### config.mk
export PLATFORM = sky130hd
export DESIGN_NAME = csv_field_tokenizer
export DESIGN_NICKNAME = d
export VERILOG_FILES = /design/src/design/csvt_pkg.sv /design/src/design/csvt_ctrl.sv /design/src/design/csvt_dp.sv /design/src/design/csv_field_tokenizer.sv
export SDC_FILE = /design/constraint.sdc
export NUM_CORES = 1
export LEC_CHECK = 0
export ABC_CLOCK_PERIOD_IN_PS = 5500
export BUFFER_PORTS_ARGS = -buffer_cell sky130_fd_sc_hd__buf_2
export CAP_MARGIN = 15
export CELL_PAD_IN_SITES_DETAIL_PLACEMENT = 1
export CELL_PAD_IN_SITES_GLOBAL_PLACEMENT = 2
export CORE_UTILIZATION = 40
export CTS_CLUSTER_DIAMETER = 100
export DETAILED_ROUTE_END_ITERATION = 8
export PLACE_DENSITY_LB_ADDON = 0.05
export SLEW_MARGIN = 40
export SYNTH_ARGS = -nofsm -noshare
export SYNTH_HDL_FRONTEND = slang
export SYNTH_SLANG_ARGS = --single-unit
### constraint.sdc
create_clock -name aclk -period 5.5 [get_ports aclk]
set_input_delay 1.1 -clock aclk [delete_from_list [all_inputs] [get_ports aclk]]
set_output_delay 1.1 -clock aclk [all_outputs]
set_load 0.02 [all_outputs]
### src/design/csvt_pkg.sv
// Shared types and constants for the CSV field tokenizer.
// Used by csvt_ctrl, csvt_dp, csv_field_tokenizer and csvt_checker; depends on nothing.
`default_nettype none

package csvt_pkg;

    localparam int BLANK_DEPTH = 32;
    localparam int MAX_FIELDS  = 64;

    localparam int BLANK_CW    = $clog2(BLANK_DEPTH + 1);
    localparam int BLANK_IW    = (BLANK_DEPTH > 1) ? $clog2(BLANK_DEPTH) : 1;
    localparam int FIELD_W     = $clog2(MAX_FIELDS);
    localparam int OUT_FIELD_W = 6;

    localparam logic [7:0] CH_LF    = 8'h0A;
    localparam logic [7:0] CH_CR    = 8'h0D;
    localparam logic [7:0] CH_QUOTE = 8'h22;
    localparam logic [7:0] CH_COMMA = 8'h2C;
    localparam logic [7:0] CH_SPACE = 8'h20;
    localparam logic [7:0] CH_TAB   = 8'h09;

    localparam logic [1:0] KIND_BYTE      = 2'd0;
    localparam logic [1:0] KIND_FIELD_END = 2'd1;
    localparam logic [1:0] KIND_ROW_END   = 2'd2;

    typedef enum logic [3:0] {
        OP_NONE,
        OP_LOAD,
        OP_HOLD_CR,
        OP_QUOTE,
        OP_BLANK,
        OP_BYTE,
        OP_BLANK_OUT,
        OP_FIELD_END,
        OP_ROW_END,
        OP_LINE_CLEAR
    } dp_op_t;

    typedef struct packed {
        dp_op_t op;
        logic   last;
    } dp_cmd_t;

    typedef struct packed {
        logic eoi;
        logic is_lf;
        logic is_cr;
        logic is_quote;
        logic is_comma;
        logic is_blank;
        logic cr_phase;
        logic cr_last;
        logic quoted;
        logic field_started;
        logic blanks_pending;
        logic blank_done;
        logic line_has_bytes;
        logic out_free;
    } dp_status_t;

endpackage

`default_nettype wire

### src/design/csvt_ctrl.sv
// Sequencer for the CSV field tokenizer: decodes the current character
// and steps the datapath. Depends on csvt_pkg.
`default_nettype none

module csvt_ctrl (
    input  wire                    aclk,
    input  wire                    aresetn,
    input  wire                    s_tvalid,
    input  csvt_pkg::dp_status_t   status,
    output logic                   s_tready,
    output csvt_pkg::dp_cmd_t      cmd
);

    localparam logic [1:0] ST_IDLE  = 2'd0;
    localparam logic [1:0] ST_PROC  = 2'd1;
    localparam logic [1:0] ST_BLANK = 2'd2;

    logic [1:0] state_reg;
    logic [1:0] state_next;

    always_ff @(posedge aclk) begin
        if (!aresetn) begin
            state_reg <= ST_IDLE;
        end else begin
            state_reg <= state_next;
        end
    end

    always_comb begin
        state_next = state_reg;
        cmd.op     = csvt_pkg::OP_NONE;
        cmd.last   = 1'b0;
        s_tready   = (state_reg == ST_IDLE);
        unique case (state_reg)
            ST_IDLE: begin
                if (s_tvalid) begin
                    cmd.op     = csvt_pkg::OP_LOAD;
                    state_next = ST_PROC;
                end
            end
            ST_PROC: begin
                priority if (!status.cr_phase && (status.eoi || status.is_lf)) begin
                    if (!status.line_has_bytes) begin
                        cmd.op     = csvt_pkg::OP_LINE_CLEAR;
                        state_next = ST_IDLE;
                    end else if (status.out_free) begin
                        cmd.op     = csvt_pkg::OP_ROW_END;
                        cmd.last   = 1'b1;
                        state_next = ST_IDLE;
                    end
                end else if (!status.cr_phase && status.is_cr) begin
                    cmd.op     = csvt_pkg::OP_HOLD_CR;
                    state_next = ST_IDLE;
                end else if (!status.cr_phase && status.is_quote) begin
                    cmd.op     = csvt_pkg::OP_QUOTE;
                    state_next = ST_IDLE;
                end else if (!status.cr_phase && status.is_comma && !status.quoted) begin
                    if (status.out_free) begin
                        cmd.op     = csvt_pkg::OP_FIELD_END;
                        cmd.last   = 1'b1;
                        state_next = ST_IDLE;
                    end
                end else if (!status.cr_phase && status.is_blank) begin
                    cmd.op     = csvt_pkg::OP_BLANK;
                    state_next = ST_IDLE;
                end else if (status.field_started && status.blanks_pending) begin
                    // held blanks go out ahead of this byte
                    state_next = ST_BLANK;
                end else if (status.out_free) begin
                    cmd.op     = csvt_pkg::OP_BYTE;
                    cmd.last   = status.cr_phase ? status.cr_last : 1'b1;
                    state_next = status.cr_phase ? ST_PROC : ST_IDLE;
                end else begin
                    // result register still occupied
                end
            end
            ST_BLANK: begin
                if (status.out_free) begin
                    cmd.op = csvt_pkg::OP_BLANK_OUT;
                    if (status.blank_done) begin
                        state_next = ST_PROC;
                    end
                end
            end
            default: begin
                state_next = ST_IDLE;
            end
        endcase
    end

endmodule

`default_nettype wire

### src/design/csvt_dp.sv
// Datapath of the CSV field tokenizer: line/field state, blank store,
// item registers and the output register. Depends on csvt_pkg.
`default_nettype none

module csvt_dp (
    input  wire                    aclk,
    input  wire                    aresetn,
    input  wire  [7:0]             in_byte,
    input  wire                    in_eoi,
    input  csvt_pkg::dp_cmd_t      cmd,
    output csvt_pkg::dp_status_t   status,
    output logic                   m_tvalid,
    input  wire                    m_tready,
    output logic [15:0]            m_tdata,
    output logic [3:0]             m_tuser,
    output logic                   m_tlast
);

    localparam int CW = csvt_pkg::BLANK_CW;
    localparam int IW = csvt_pkg::BLANK_IW;
    localparam int FW = csvt_pkg::FIELD_W;

    // item and current character
    logic [7:0]     item_reg, item_next;
    logic           eoi_reg, eoi_next;
    logic [7:0]     cur_reg, cur_next;
    logic           crph_reg, crph_next;

    // line / field state
    logic           quoted_reg, quoted_next;
    logic           started_reg, started_next;
    logic [CW-1:0]  bcnt_reg, bcnt_next;
    logic [IW-1:0]  bidx_reg, bidx_next;
    logic           held_cr_reg, held_cr_next;
    logic           lhb_reg, lhb_next;
    logic           hdr_seen_reg, hdr_seen_next;
    logic [FW-1:0]  fcnt_reg, fcnt_next;
    logic           lost_reg, lost_next;

    // output register
    logic           ovalid_reg, ovalid_next;
    logic [1:0]     okind_reg;
    logic [7:0]     obyte_reg;
    logic [5:0]     ofield_reg;
    logic           ohdr_reg;
    logic           oovf_reg;
    logic           olast_reg;

    logic           blank_mem [csvt_pkg::BLANK_DEPTH];
    logic           store_wr;
    logic           emit;
    logic [1:0]     emit_kind;
    logic [7:0]     emit_byte;
    logic           emit_ovf;
    logic           out_free;
    logic           load_crph;
    logic           blank_rd_reg;

    assign out_free  = !ovalid_reg || m_tready;
    assign load_crph = !in_eoi && (in_byte != csvt_pkg::CH_LF) && held_cr_reg;

    always_comb begin
        status.eoi            = eoi_reg;
        status.is_lf          = (cur_reg == csvt_pkg::CH_LF);
        status.is_cr          = (cur_reg == csvt_pkg::CH_CR);
        status.is_quote       = (cur_reg == csvt_pkg::CH_QUOTE);
        status.is_comma       = (cur_reg == csvt_pkg::CH_COMMA);
        status.is_blank       = (cur_reg == csvt_pkg::CH_SPACE) ||
                                (cur_reg == csvt_pkg::CH_TAB);
        status.cr_phase       = crph_reg;
        // the released CR ends the step if the pending byte yields nothing
        status.cr_last        = (item_reg == csvt_pkg::CH_CR) ||
                                (item_reg == csvt_pkg::CH_QUOTE) ||
                                (item_reg == csvt_pkg::CH_SPACE) ||
                                (item_reg == csvt_pkg::CH_TAB);
        status.quoted         = quoted_reg;
        status.field_started  = started_reg;
        status.blanks_pending = (bcnt_reg != '0);
        status.blank_done     = ((CW'(bidx_reg) + CW'(1)) == bcnt_reg);
        status.line_has_bytes = lhb_reg;
        status.out_free       = out_free;
    end

    always_comb begin
        item_next     = item_reg;
        eoi_next      = eoi_reg;
        cur_next      = cur_reg;
        crph_next     = crph_reg;
        quoted_next   = quoted_reg;
        started_next  = started_reg;
        bcnt_next     = bcnt_reg;
        bidx_next     = bidx_reg;
        held_cr_next  = held_cr_reg;
        lhb_next      = lhb_reg;
        hdr_seen_next = hdr_seen_reg;
        fcnt_next     = fcnt_reg;
        lost_next     = lost_reg;
        store_wr      = 1'b0;
        emit          = 1'b0;
        emit_kind     = csvt_pkg::KIND_BYTE;
        emit_byte     = 8'h00;
        emit_ovf      = 1'b0;
        unique case (cmd.op)
            csvt_pkg::OP_NONE: begin
            end
            csvt_pkg::OP_LOAD: begin
                item_next = in_byte;
                eoi_next  = in_eoi;
                crph_next = load_crph;
                cur_next  = load_crph ? csvt_pkg::CH_CR : in_byte;
                if (load_crph) begin
                    held_cr_next = 1'b0;
                end
            end
            csvt_pkg::OP_HOLD_CR: begin
                held_cr_next = 1'b1;
            end
            csvt_pkg::OP_QUOTE: begin
                lhb_next    = 1'b1;
                quoted_next = !quoted_reg;
            end
            csvt_pkg::OP_BLANK: begin
                lhb_next = 1'b1;
                if (started_reg) begin
                    if (bcnt_reg < CW'(csvt_pkg::BLANK_DEPTH)) begin
                        store_wr  = 1'b1;
                        bcnt_next = bcnt_reg + CW'(1);
                    end else begin
                        lost_next = 1'b1;
                    end
                end
            end
            csvt_pkg::OP_BYTE: begin
                emit         = 1'b1;
                emit_byte    = cur_reg;
                lhb_next     = 1'b1;
                started_next = 1'b1;
                if (crph_reg) begin
                    cur_next  = item_reg;
                    crph_next = 1'b0;
                end
            end
            csvt_pkg::OP_BLANK_OUT: begin
                emit      = 1'b1;
                emit_byte = blank_rd_reg ? csvt_pkg::CH_TAB : csvt_pkg::CH_SPACE;
                if (status.blank_done) begin
                    bidx_next = '0;
                    bcnt_next = '0;
                end else begin
                    bidx_next = bidx_reg + IW'(1);
                end
            end
            csvt_pkg::OP_FIELD_END: begin
                emit         = 1'b1;
                emit_kind    = csvt_pkg::KIND_FIELD_END;
                emit_ovf     = lost_reg;
                lhb_next     = 1'b1;
                started_next = 1'b0;
                bcnt_next    = '0;
                lost_next    = 1'b0;
                if (fcnt_reg != FW'(csvt_pkg::MAX_FIELDS - 1)) begin
                    fcnt_next = fcnt_reg + FW'(1);
                end
            end
            csvt_pkg::OP_ROW_END: begin
                emit          = 1'b1;
                emit_kind     = csvt_pkg::KIND_ROW_END;
                emit_ovf      = lost_reg;
                quoted_next   = 1'b0;
                started_next  = 1'b0;
                bcnt_next     = '0;
                held_cr_next  = 1'b0;
                lhb_next      = 1'b0;
                fcnt_next     = '0;
                lost_next     = 1'b0;
                hdr_seen_next = !eoi_reg;
            end
            csvt_pkg::OP_LINE_CLEAR: begin
                quoted_next  = 1'b0;
                started_next = 1'b0;
                bcnt_next    = '0;
                held_cr_next = 1'b0;
                lhb_next     = 1'b0;
                fcnt_next    = '0;
                lost_next    = 1'b0;
                if (eoi_reg) begin
                    hdr_seen_next = 1'b0;
                end
            end
            default: begin
            end
        endcase
        ovalid_next = emit ? 1'b1 : (m_tready ? 1'b0 : ovalid_reg);
    end

    always_ff @(posedge aclk) begin
        if (!aresetn) begin
            crph_reg     <= 1'b0;
            quoted_reg   <= 1'b0;
            started_reg  <= 1'b0;
            bcnt_reg     <= '0;
            bidx_reg     <= '0;
            held_cr_reg  <= 1'b0;
            lhb_reg      <= 1'b0;
            hdr_seen_reg <= 1'b0;
            fcnt_reg     <= '0;
            lost_reg     <= 1'b0;
            ovalid_reg   <= 1'b0;
        end else begin
            crph_reg     <= crph_next;
            quoted_reg   <= quoted_next;
            started_reg  <= started_next;
            bcnt_reg     <= bcnt_next;
            bidx_reg     <= bidx_next;
            held_cr_reg  <= held_cr_next;
            lhb_reg      <= lhb_next;
            hdr_seen_reg <= hdr_seen_next;
            fcnt_reg     <= fcnt_next;
            lost_reg     <= lost_next;
            ovalid_reg   <= ovalid_next;
        end
    end

    // payload: no reset
    always_ff @(posedge aclk) begin
        item_reg <= item_next;
        eoi_reg  <= eoi_next;
        cur_reg  <= cur_next;
        if (store_wr) begin
            blank_mem[bcnt_reg[IW-1:0]] <= (cur_reg == csvt_pkg::CH_TAB);
        end
        // read ahead at the next index so the entry is ready for the release
        blank_rd_reg <= blank_mem[bidx_next];
        if (emit) begin
            okind_reg  <= emit_kind;
            obyte_reg  <= emit_byte;
            ofield_reg <= csvt_pkg::OUT_FIELD_W'(fcnt_reg);
            ohdr_reg   <= !hdr_seen_reg;
            oovf_reg   <= emit_ovf;
            olast_reg  <= cmd.last;
        end
    end

    assign m_tvalid = ovalid_reg;
    assign m_tdata  = {2'b00, ofield_reg, obyte_reg};
    assign m_tuser  = {oovf_reg, ohdr_reg, okind_reg};
    assign m_tlast  = olast_reg;

endmodule

`default_nettype wire

### src/design/csv_field_tokenizer.sv
// CSV field tokenizer top: a request is taken in idle and loaded, then processed;
// a held CR is released ahead of the next request's byte, held blanks go out
// ahead of a byte, and a new request is taken only once the last one is done;
// a result waiting on m_tready stalls the sequencer.
// Reset: synchronous active-low aresetn clears line state, header flag and
// the output valid flag; the blank store is not cleared.
`default_nettype none

module csv_field_tokenizer (
    input  wire         aclk,
    input  wire         aresetn,
    // input request channel
    input  wire         s_tvalid,
    output logic        s_tready,
    input  wire  [7:0]  s_tdata,   // [7:0] in_byte
    input  wire         s_tuser,   // [0] end_of_input
    // result channel
    output logic        m_tvalid,
    input  wire         m_tready,
    output logic [15:0] m_tdata,   // [7:0] out_byte, [13:8] field_number, [15:14] zero
    output logic [3:0]  m_tuser,   // [1:0] out_kind, [2] header_row, [3] trim_overflow
    output logic        m_tlast    // last result of the input request
);

    csvt_pkg::dp_cmd_t    cmd;
    csvt_pkg::dp_status_t status;

    // The sequencer takes one request at a time in idle; the output register
    // lets a finished result wait while the next request is already taken.
    csvt_ctrl u_ctrl (
        .aclk     (aclk),
        .aresetn  (aresetn),
        .s_tvalid (s_tvalid),
        .status   (status),
        .s_tready (s_tready),
        .cmd      (cmd)
    );

    // Datapath holds quoting, field and line state plus the blank store.
    csvt_dp u_dp (
        .aclk     (aclk),
        .aresetn  (aresetn),
        .in_byte  (s_tdata),
        .in_eoi   (s_tuser),
        .cmd      (cmd),
        .status   (status),
        .m_tvalid (m_tvalid),
        .m_tready (m_tready),
        .m_tdata  (m_tdata),
        .m_tuser  (m_tuser),
        .m_tlast  (m_tlast)
    );

endmodule

`default_nettype wire

==> flow_metrics.env, run 1 <==
export IMPL_slew_headroom_pct=53.6
export IMPL_async_reset_ff_share_pct=0
export IMPL_hp_class="reg2reg"
export IMPL_hold_ws_ps=475
export IMPL_r2r_setup_slack_ps=1920
export IMPL_yosys_warnings=0
export IMPL_r2r_cells=10
export IMPL_layout_nets=501
export IMPL_fmax_mhz=279
export IMPL_drt_iter0_markers=158
export IMPL_finalCriticalPeriod_ps=3580
export IMPL_hold_end="u_dp.hdr_seen_reg$_SDFFE_PN0P_"
export IMPL_grt_setup_unrepaired="false"
export IMPL_drive_above_1_share_pct=16.6
export IMPL_cap_violations=0
export IMPL_violations="DRC"
export IMPL_critPathArrivalTime_ps=3820
export IMPL_avgSynthCellArea_um2=10.6
export IMPL_setup_worst_path_end_class="flip-flop"
export IMPL_cts_buffer_depth=2
export IMPL_drtAntennaViolNets=0
export IMPL_rows=39
export IMPL_postCtsSetupRepairBufs=0
export IMPL_synth_area_leader_cell="edfxtp_1"
export IMPL_place_gp_congestion=0.847
export IMPL_die_width_um=112
export IMPL_core_area_um2=11600
export IMPL_ys_seq_area_share_pct=53.7
export IMPL_period_share_pct=65.2
export IMPL_setup_tns_final_ps=0
export IMPL_timing_rr_start="u_dp.bidx_reg[0]$_SDFF_PN0_"
export IMPL_hold_start="u_dp.hdr_seen_reg$_SDFFE_PN0P_"
export IMPL_syn_to_final_growth_pct=13.0
export IMPL_post_drt_wl_per_cell_um=19.2
export IMPL_holdBufCountCts=0
export IMPL_worst_pin_slew_ps=694
export IMPL_syn_instance_count=459
export IMPL_dieArea_um2=12600
export IMPL_slowest_stage="dfxtp_1"
export IMPL_wl_mm=12.1
export IMPL_synthFlopType="edfxtp_1"
export IMPL_path_clk_slew_ps=70
export IMPL_worstPathCellList="ha_1, nand3_1, or3b_1, a32o_1, a21oi_4, mux2_2, a2bb2oi_1, a31oi_1, a31oi_1, mux2_2"
export IMPL_synth_area_leaders="edfxtp_1 (42%), dfxtp_1 (12%), nor2_1 (4.8%)"
export IMPL_grt_overflow=0
export IMPL_p_per_area_nw_per_um2=327
export IMPL_synthTopCellsByCount="edfxtp_1 (68), nor2_1 (62), nand2_1 (40)"
export IMPL_track_usage_pct=20.4
export IMPL_vias=3563
export IMPL_die_h_um=112
export IMPL_cp_max_fo=16
export IMPL_hold_viol_final=0
export IMPL_root_buffer="clkbuf_16"
export IMPL_outcome="finished with violations"
export IMPL_met1_usage_pct=31.1
export IMPL_vdd_drop_max_uv=171
export IMPL_numCtsBuffers=9
export IMPL_yosys_cell_types_count=75
export IMPL_syn_area_um2=4840
export IMPL_vias_per_cell=5.66
export IMPL_grt_max_degree=33
export IMPL_clock_sinks=96
export IMPL_grt_pass1_wl_mm=19.5
export IMPL_place_hpwl_mm=8.58
export IMPL_holdPathStages=2
export IMPL_ios=36
export IMPL_finalPower_w=0.00179
export IMPL_crit_type="reg2reg"
export IMPL_drc=1
export IMPL_synth_seq_cells=96
export IMPL_start_util_pct=41.7
export IMPL_slew_viol_final=0
export IMPL_setup_violations=0
export IMPL_h_tree_depth=3
export IMPL_cp_data_required_time_ps=5740
export IMPL_firstDrtPassIters=7
export IMPL_synth_most_common_cell="edfxtp_1"
export IMPL_cts_repair_resized=0
export IMPL_grt_pass1_vias=3529
export IMPL_met2_usage_pct=30.1
export IMPL_top_usage_layer="met1"
export IMPL_antenna_found_initial=0
export IMPL_p_leak_nw=1.89
export IMPL_n_antenna_cell=0
export IMPL_cts_tree="yes"
export IMPL_synth_edf_count=68
export IMPL_crit_path_start_kind="flip-flop"
export IMPL_numPortBuffers=33
export IMPL_rr_endpoint="u_dp.blank_rd_reg$_DFF_P_"
export IMPL_cp_slowest_stage_delay_ps=590
export IMPL_gr_usage_met3_pct=3.56
export IMPL_fin_skew_ps=7.69
export IMPL_yosysTopAreaCellShare_pct=42.2
export IMPL_clkLatencyLatePin_ps=350
export IMPL_largest_register_ffs=32
## cells by family after synthesis
group           share of synthesized area [%]
other cells                            0.0774
simple gates                             21.1
xor+xnor                                 2.17
flops                                    53.7
mux                                      3.64
buf+inv                                  3.44
fa+ha+maj                                1.55
compound gates                           14.3
## placed cells by master (no fill, tap or decap), drive strengths merged, types with 10 or more instances in the layout
cell type / synthesis / routed
mux2i: 12 / 12
clkbuf: 11 / 11
nand3: 11 / 11
nand2: 40 / 40
buf: 12 / 34
nor2: 63 / 63
dfxtp: 28 / 28
o21ai: 34 / 34
edfxtp: 68 / 68
nor3: 19 / 19
inv: 10 / 10
a21oi: 19 / 19
nand2b: 10 / 10
## how the worst max path moves through the flow
stage	cells past startpoint	slack, ps	to	startpoint
finish	10	1920	u_dp.blank_rd_reg$_DFF_P_	u_dp.bidx_reg[0]$_SDFF_PN0_
global placement	10	1620	u_dp.blank_rd_reg$_DFF_P_	m_tready
CTS	10	1940	u_dp.blank_rd_reg$_DFF_P_	u_dp.bidx_reg[0]$_SDFF_PN0_
floorplan	6	1700	u_dp.m_tlast$_SDFFCE_PP0P_	m_tready
detailed placement	10	1750	u_dp.blank_rd_reg$_DFF_P_	m_tready
global route	10	1720	u_dp.blank_rd_reg$_DFF_P_	u_dp.bidx_reg[0]$_SDFF_PN0_
## report_power, final
part / switching (W) / internal, W / leakage, nW / total, W
logic: 0.000130 / 0.0000645 / 0.889 / 0.000194
registers: 0.0000280 / 0.000811 / 0.825 / 0.000839
clock network: 0.000272 / 0.000483 / 0.181 / 0.000755
total: 0.000430 / 0.00136 / 1.89 / 0.00179
## worst max-delay path: cells and delay by family (launching register included)
family          cells  cell delay [ps]
compound gates      5             1120
fa+ha+maj           1              470
flops               1              590
mux                 2              660
simple gates        2              620
## metal layers
layer | vias to the layer above | part of all wire (%)
li1 | 1736 | -
met1 | 1747 | 52
met2 | 71 | 43
met3 | 9 | 4.3
met4 | 0 | 0.91
met5 | - | 0
## final cells by class
cell class / count / area [µm²]
inverter: 11 / 41.3
fill: 1267 / 6140
timing repair buffer: 34 / 176
tap: 143 / 179
sequential: 96 / 2600
multi-input combinational: 330 / 2110
clock inverter: 5 / 100
clock buffer: 11 / 264
## metrics by stage
stage	utilization, %	cell area [µm²]	cells	setup WS (ps)
detailed placement	43.9	5090	613	1750
floorplan	-	4850	460	1700
global placement	43.7	5070	613	1620
finish	47.1	5470	630	1920
global route	47.1	5470	630	1720
CTS	47.0	5460	629	1940
No activity file was read; power rests on OpenSTA's default activity.
==> inputs of run 2 (changes only) <==
--- a/config.mk
+++ b/config.mk
@@ -5,12 +5,12 @@
 export SDC_FILE = /design/constraint.sdc
 export NUM_CORES = 1
 export LEC_CHECK = 0
-export ABC_CLOCK_PERIOD_IN_PS = 5500
+export ABC_CLOCK_PERIOD_IN_PS = 3000
 export BUFFER_PORTS_ARGS = -buffer_cell sky130_fd_sc_hd__buf_2
 export CAP_MARGIN = 15
 export CELL_PAD_IN_SITES_DETAIL_PLACEMENT = 1
 export CELL_PAD_IN_SITES_GLOBAL_PLACEMENT = 2
-export CORE_UTILIZATION = 40
+export CORE_UTILIZATION = 36
 export CTS_CLUSTER_DIAMETER = 100
 export DETAILED_ROUTE_END_ITERATION = 8
 export PLACE_DENSITY_LB_ADDON = 0.05
==> constraint.sdc (replaced) <==
create_clock -name aclk -period 3 [get_ports aclk]
set_input_delay 0.6 -clock aclk [delete_from_list [all_inputs] [get_ports aclk]]
set_output_delay 0.6 -clock aclk [all_outputs]
set_load 0.02 [all_outputs]
==> run 2 against run 1 <==
  * The flow now finishes without violations
  * Sequential share of layout area is 3.2 points lower
  * Die area is 11% higher
  * First-iteration DRC count is 50% higher
  * Design area is 7.3% higher
  * Combinational power is 120% higher
  * Hold slack worse by 33 ps
  * Global-route usage is 0.75 points lower
  * Routed wire length is 6.7% higher
==> flow_metrics.env, run 2 (synthesis gave the netlist of run 1 again) <==
export IMPL_outcome="finished clean"
export IMPL_drtAntennaViolNets=0
export IMPL_grt_pass1_wl_mm=21.0
export IMPL_clock_sinks=96
export IMPL_rr_endpoint="u_dp.blank_mem[18]$_DFFE_PP_"
export IMPL_p_per_area_nw_per_um2=548
export IMPL_cp_num_cells=9
export IMPL_root_buffer="clkbuf_16"
export IMPL_period_share_pct=94.1
export IMPL_n_antenna_cell=0
export IMPL_top_usage_layer="met2"
export IMPL_track_usage_pct=19.7
export IMPL_grt_pass1_vias=3806
export IMPL_wl_mm=12.9
export IMPL_vdd_drop_max_uv=229
export IMPL_drive_above_1_share_pct=25.3
export IMPL_crit_path_start_kind="flip-flop"
export IMPL_antenna_found_initial=0
export IMPL_dieArea_um2=13900
export IMPL_final_common_cell="edfxtp_1"
export IMPL_critPathArrivalTime_ps=2880
export IMPL_crit_end="u_dp.blank_mem[18]$_DFFE_PP_"
export IMPL_drt_iter0_markers=237
export IMPL_die_width_um=118
export IMPL_fin_cells=710
export IMPL_vias=3717
export IMPL_finalCriticalPeriod_ps=2820
export IMPL_h_tree_depth=3
export IMPL_slew_headroom_pct=59.7
export IMPL_cp_max_fo=4
export IMPL_critical_path_top_delay_family="simple AND/OR/NAND/NOR gates"
export IMPL_r2r_cells=9
export IMPL_grt_max_degree=33
export IMPL_place_gp_congestion=0.803
export IMPL_hold_viol_final=0
export IMPL_place_hpwl_mm=9.84
export IMPL_path_clk_slew_ps=70
export IMPL_vias_per_cell=5.24
export IMPL_post_drt_wl_per_cell_um=18.1
export IMPL_holdBufCountCts=0
export IMPL_ios=36
export IMPL_hp_class="in2reg"
export IMPL_cp_slowest_stage_delay_ps=560
export IMPL_path_buf_inv=1
export IMPL_grt_overflow=0
export IMPL_numPortBuffers=33
export IMPL_gr_usage_met3_pct=3.49
export IMPL_setup_violations=0
export IMPL_cap_violations=0
export IMPL_setup_tns_final_ps=0
export IMPL_cts_tree="yes"
export IMPL_slowest_stage="or4_4"
export IMPL_layout_nets=548
export IMPL_core_area_um2=13200
export IMPL_crit_type="reg2reg"
export IMPL_crit_start="u_dp.cur_reg[4]$_DFFE_PP_"
export IMPL_p_leak_nw=2.11
export IMPL_cts_buffer_depth=2
export IMPL_dpl_cell_count=693
export IMPL_final_cell_mix="edfxtp_1 (68), nor2_1 (62), buf_4 (46)"
export IMPL_r2r_setup_slack_ps=180
export IMPL_worstPathCellList="or4_4, a2111o_1, nand3_2, a211oi_4, nor3_4, and4b_2, nand2_1, buf_4, nor2_1"
export IMPL_fin_skew_ps=7.49
export IMPL_worst_pin_slew_ps=604
export IMPL_clkLatencyLatePin_ps=350
export IMPL_syn_to_final_growth_pct=21.2
export IMPL_drc=0
export IMPL_largest_register_ffs=32
export IMPL_met1_usage_pct=28.9
export IMPL_start_util_pct=36.7
export IMPL_met2_usage_pct=29.5
export IMPL_cp_data_required_time_ps=3060
export IMPL_firstDrtPassIters=4
export IMPL_slew_viol_final=0
export IMPL_fmax_mhz=354
export IMPL_die_h_um=118
export IMPL_setup_worst_path_end_class="flip-flop"
export IMPL_rows=42
export IMPL_timing_rr_start="u_dp.cur_reg[4]$_DFFE_PP_"
export IMPL_numCtsBuffers=9
run 2: report_power, final:
group | total (W) | internal [W] | switching (W) | leakage (nW)
clock | 0.00126 | 0.000741 | 0.000523 | 0.158
combinational | 0.000429 | 0.000165 | 0.000264 | 1.13
sequential | 0.00153 | 0.00149 | 0.0000401 | 0.821
total | 0.00322 | 0.00239 | 0.000827 | 2.11
run 2: routing by layer:
metal	share of wire, %	wire [µm]
met1	52	6730
met5	0	0
met2	44	5700
met4	1.0	133
met3	2.5	323
run 2: worst min path at each step:
stage	cells after the start	slack, ps	from	to
4_1_cts	1	430	s_tuser	u_dp.eoi_reg$_DFFE_PP_
5_1_grt	1	440	s_tuser	u_dp.eoi_reg$_DFFE_PP_
3_3_place_gp	2	440	u_dp.hdr_seen_reg$_SDFFE_PN0P_	u_dp.hdr_seen_reg$_SDFFE_PN0P_
6_report	1	440	s_tuser	u_dp.eoi_reg$_DFFE_PP_
3_5_place_dp	1	460	u_dp.hdr_seen_reg$_SDFFE_PN0P_	u_dp.ohdr_reg$_DFFE_PP_
2_1_floorplan	2	430	u_dp.hdr_seen_reg$_SDFFE_PN0P_	u_dp.hdr_seen_reg$_SDFFE_PN0P_
run 2: through the flow:
stage	hold slack [ps]	utilization, %	setup slack (ps)	total power, W	instance area, µm²
2_1_floorplan	425	-	63.9	0.00180	4850
3_3_place_gp	438	41.6	31.0	0.00197	5490
3_5_place_dp	456	41.6	-51.5	0.00198	5490
4_1_cts	435	44.1	42.2	0.00325	5820
5_1_grt	443	44.5	-2.87	0.00336	5870
6_report	443	44.5	177	0.00322	5870
run 2: final cells by class:
| type | count | area (µm²) |
|---|---|---|
| repair buffers | 81 | 551 |
| well taps | 176 | 220 |
| multi-input cells | 330 | 2130 |
| fillers | 1496 | 7320 |
| flip-flops and latches | 96 | 2600 |
| clock inverters | 7 | 101 |
| inverters | 11 | 41.3 |
| clock buffers | 9 | 225 |
run 2: timing repair:
action                                 4_1_cts  5_1_grt
gates resized for setup                      2       10
buffers inserted                             0        1
setup endpoints to repair                    2       53
pin swaps                                    0        2
endpoints found under the hold margin        0        0
run 2: worst reg2reg max path, delay by kind of cell (launching register included):
kind / cells / cell delay [ps]
DFF: 1 / 390
buffers and inverters: 1 / 180
and+or+nand+nor: 6 / 1470
AOI/OAI and AO/OA: 2 / 490
==> inputs of run 3 (changes only) <==
--- a/config.mk
+++ b/config.mk
@@ -10,6 +10,7 @@
 export CAP_MARGIN = 15
 export CELL_PAD_IN_SITES_DETAIL_PLACEMENT = 1
 export CELL_PAD_IN_SITES_GLOBAL_PLACEMENT = 2
+export CORE_ASPECT_RATIO = 1.4
 export CORE_UTILIZATION = 36
 export CTS_CLUSTER_DIAMETER = 100
 export DETAILED_ROUTE_END_ITERATION = 8
==> run 3 against run 2 <==
  * Core utilization grew 0.11 points
  * Highest routed layer unchanged
  * Critical path depth is 1 lower
  * Fmax fell by 1.8%
  * Sequential power about the same
  * Non-clock buffer count fell by 3
  * Critical endpoint is now u_dp.cur_reg[7]$_DFFE_PP_
  * Largest power group unchanged
  * Power fell by 5.6%
  * Hold slack got worse by 1.1 ps
  * Clock power fell by 13%
  * Final cell count decreased by 0.14%
  * Critical path type unchanged
==> flow_metrics.env, run 3 (synthesis gave the netlist of run 1 again) <==
export IMPL_timing_rr_start="u_dp.cur_reg[4]$_DFFE_PP_"
export IMPL_cap_violations=0
export IMPL_setup_violations=0
export IMPL_timing_critical_path_mode_cell="nand2_1"
export IMPL_fin_util_pct=44.6
export IMPL_slew_viol_final=0
export IMPL_holdPathStages=1
export IMPL_grt_overflow=0
export IMPL_wl_mm=12.9
export IMPL_period_share_pct=95.8
export IMPL_regArea_um2=2600
export IMPL_layout_nets=545
export IMPL_die_width_um=100
export IMPL_finalPower_w=0.00304
export IMPL_rows=49
export IMPL_cp_slowest_stage_delay_ps=570
export IMPL_path_clk_slew_ps=70
export IMPL_critical_path_top_delay_family="simple AND/OR/NAND/NOR gates"
export IMPL_root_buffer="clkbuf_16"
export IMPL_start_util_pct=37.3
export IMPL_track_usage_pct=19.3
export IMPL_grt_setup_unrepaired="true"
export IMPL_vias_per_cell=5.20
export IMPL_grt_max_degree=33
export IMPL_setup_tns_final_ps=0
export IMPL_drive_above_1_share_pct=23.9
export IMPL_cts_buffer_depth=2
export IMPL_numCtsBuffers=9
export IMPL_h_tree_depth=3
export IMPL_cp_data_required_time_ps=3010
export IMPL_numPortBuffers=33
export IMPL_fin_skew_ps=7.78
export IMPL_ios=36
export IMPL_final_common_cell="edfxtp_1"
export IMPL_path_buf_inv=0
export IMPL_place_gp_congestion=0.871
export IMPL_finalCriticalPeriod_ps=2880
export IMPL_syn_to_final_growth_pct=19.8
export IMPL_p_per_area_nw_per_um2=524
export IMPL_cts_tree="yes"
export IMPL_worstPathCellList="or4_4, nor4_4, o21ai_0, and2_4, o31a_4, nor3_4, nand2_1, nand2_1"
export IMPL_core_area_um2=13000
export IMPL_clock_sinks=96
export IMPL_hold_end="u_dp.eoi_reg$_DFFE_PP_"
export IMPL_r2r_cells=8
export IMPL_post_drt_wl_per_cell_um=18.2
export IMPL_critPathArrivalTime_ps=2880
export IMPL_rr_endpoint="u_dp.cur_reg[7]$_DFFE_PP_"
export IMPL_cp_max_fo=8
export IMPL_r2r_setup_slack_ps=120
export IMPL_hold_viol_final=0
export IMPL_grt_pass1_vias=3861
export IMPL_fmax_mhz=348
export IMPL_hp_class="in2reg"
export IMPL_worst_pin_slew_ps=521
export IMPL_outcome="finished clean"
export IMPL_place_hpwl_mm=10.1
export IMPL_setup_worst_path_end_class="flip-flop"
export IMPL_final_cell_mix="edfxtp_1 (68), nor2_1 (62), buf_4 (42)"
export IMPL_crit_path_start_kind="flip-flop"
export IMPL_multi_input_area_um2=2120
export IMPL_die_h_um=139
export IMPL_p_leak_nw=2.08
export IMPL_grt_pass1_wl_mm=20.3
export IMPL_place_ws_ps=53.1
export IMPL_vias=3689
export IMPL_antenna_found_initial=0
export IMPL_crit_type="reg2reg"
export IMPL_drtAntennaViolNets=0
export IMPL_drt_iter0_markers=72
export IMPL_dieArea_um2=13900
export IMPL_nFillCells=1489
export IMPL_drc=0
export IMPL_vdd_drop_max_uv=288
export IMPL_clkLatencyLatePin_ps=340
export IMPL_n_antenna_cell=0
export IMPL_firstDrtPassIters=4
export IMPL_slew_headroom_pct=64.9
export IMPL_setup_ws_ps=125
export IMPL_hold_start="s_tuser"
export IMPL_slowest_stage="or4_4"
export IMPL_largest_register_ffs=32
[run 3: layer usage]
| layer | part of all wire, % | global-route usage [%] | wire, µm | vias up |
|---|---|---|---|---|
| met5 | 0 | 0 | 0 | - |
| met4 | 2.3 | 7.17 | 294 | 0 |
| met3 | 1.7 | 2.71 | 215 | 22 |
| met2 | 58 | 38.5 | 7500 | 41 |
| met1 | 38 | 19.8 | 4910 | 1805 |
| li1 | - | - | - | 1821 |
[run 3: where the power goes]
group / internal, W / leakage [nW] / switching [W]
Sequential: 0.00149 / 0.822 / 0.0000403
Clock: 0.000577 / 0.140 / 0.000513
Combinational: 0.000163 / 1.12 / 0.000260
[run 3: what timing repair did]
action | in CTS | in global routing
setup endpoints to repair | 0 | 41
buffers inserted | 0 | 4
gates resized for setup | 0 | 11
hold buffers | 0 | 0
[run 3: metrics by stage]
stage | std cells | hold WS [ps] | instance area [µm²]
4_1_cts | 705 | 430 | 5720
2_1_floorplan | 460 | 425 | 4850
3_5_place_dp | 689 | 461 | 5450
6_report | 709 | 442 | 5800
5_1_grt | 709 | 439 | 5800
3_3_place_gp | 689 | 458 | 5450
[run 3: worst max path at each step]
stage,startpoint,endpoint,cells past startpoint
after floorplan,u_dp.cur_reg[0]$_DFFE_PP_,u_dp.cur_reg[0]$_DFFE_PP_,8
after global placement,u_dp.cur_reg[5]$_DFFE_PP_,u_dp.bcnt_reg[4]$_SDFFE_PN0P_,9
after detailed placement,u_dp.cur_reg[5]$_DFFE_PP_,u_dp.bcnt_reg[3]$_SDFFE_PN0P_,9
after CTS,u_dp.cur_reg[5]$_DFFE_PP_,u_dp.bcnt_reg[4]$_SDFFE_PN0P_,9
after global routing,u_dp.cur_reg[4]$_DFFE_PP_,u_dp.bcnt_reg[1]$_SDFFE_PN0P_,10
final,u_dp.cur_reg[4]$_DFFE_PP_,u_dp.cur_reg[7]$_DFFE_PP_,8
[run 3: cell type report]
class                   instances  area share (%)
clock buffers                  10            3.95
clock inverters                 6           0.841
inverters                      11           0.712
multi-input cells             330            36.6
flip-flops and latches         96            44.9
well taps                     178            3.84
repair buffers                 78            9.17
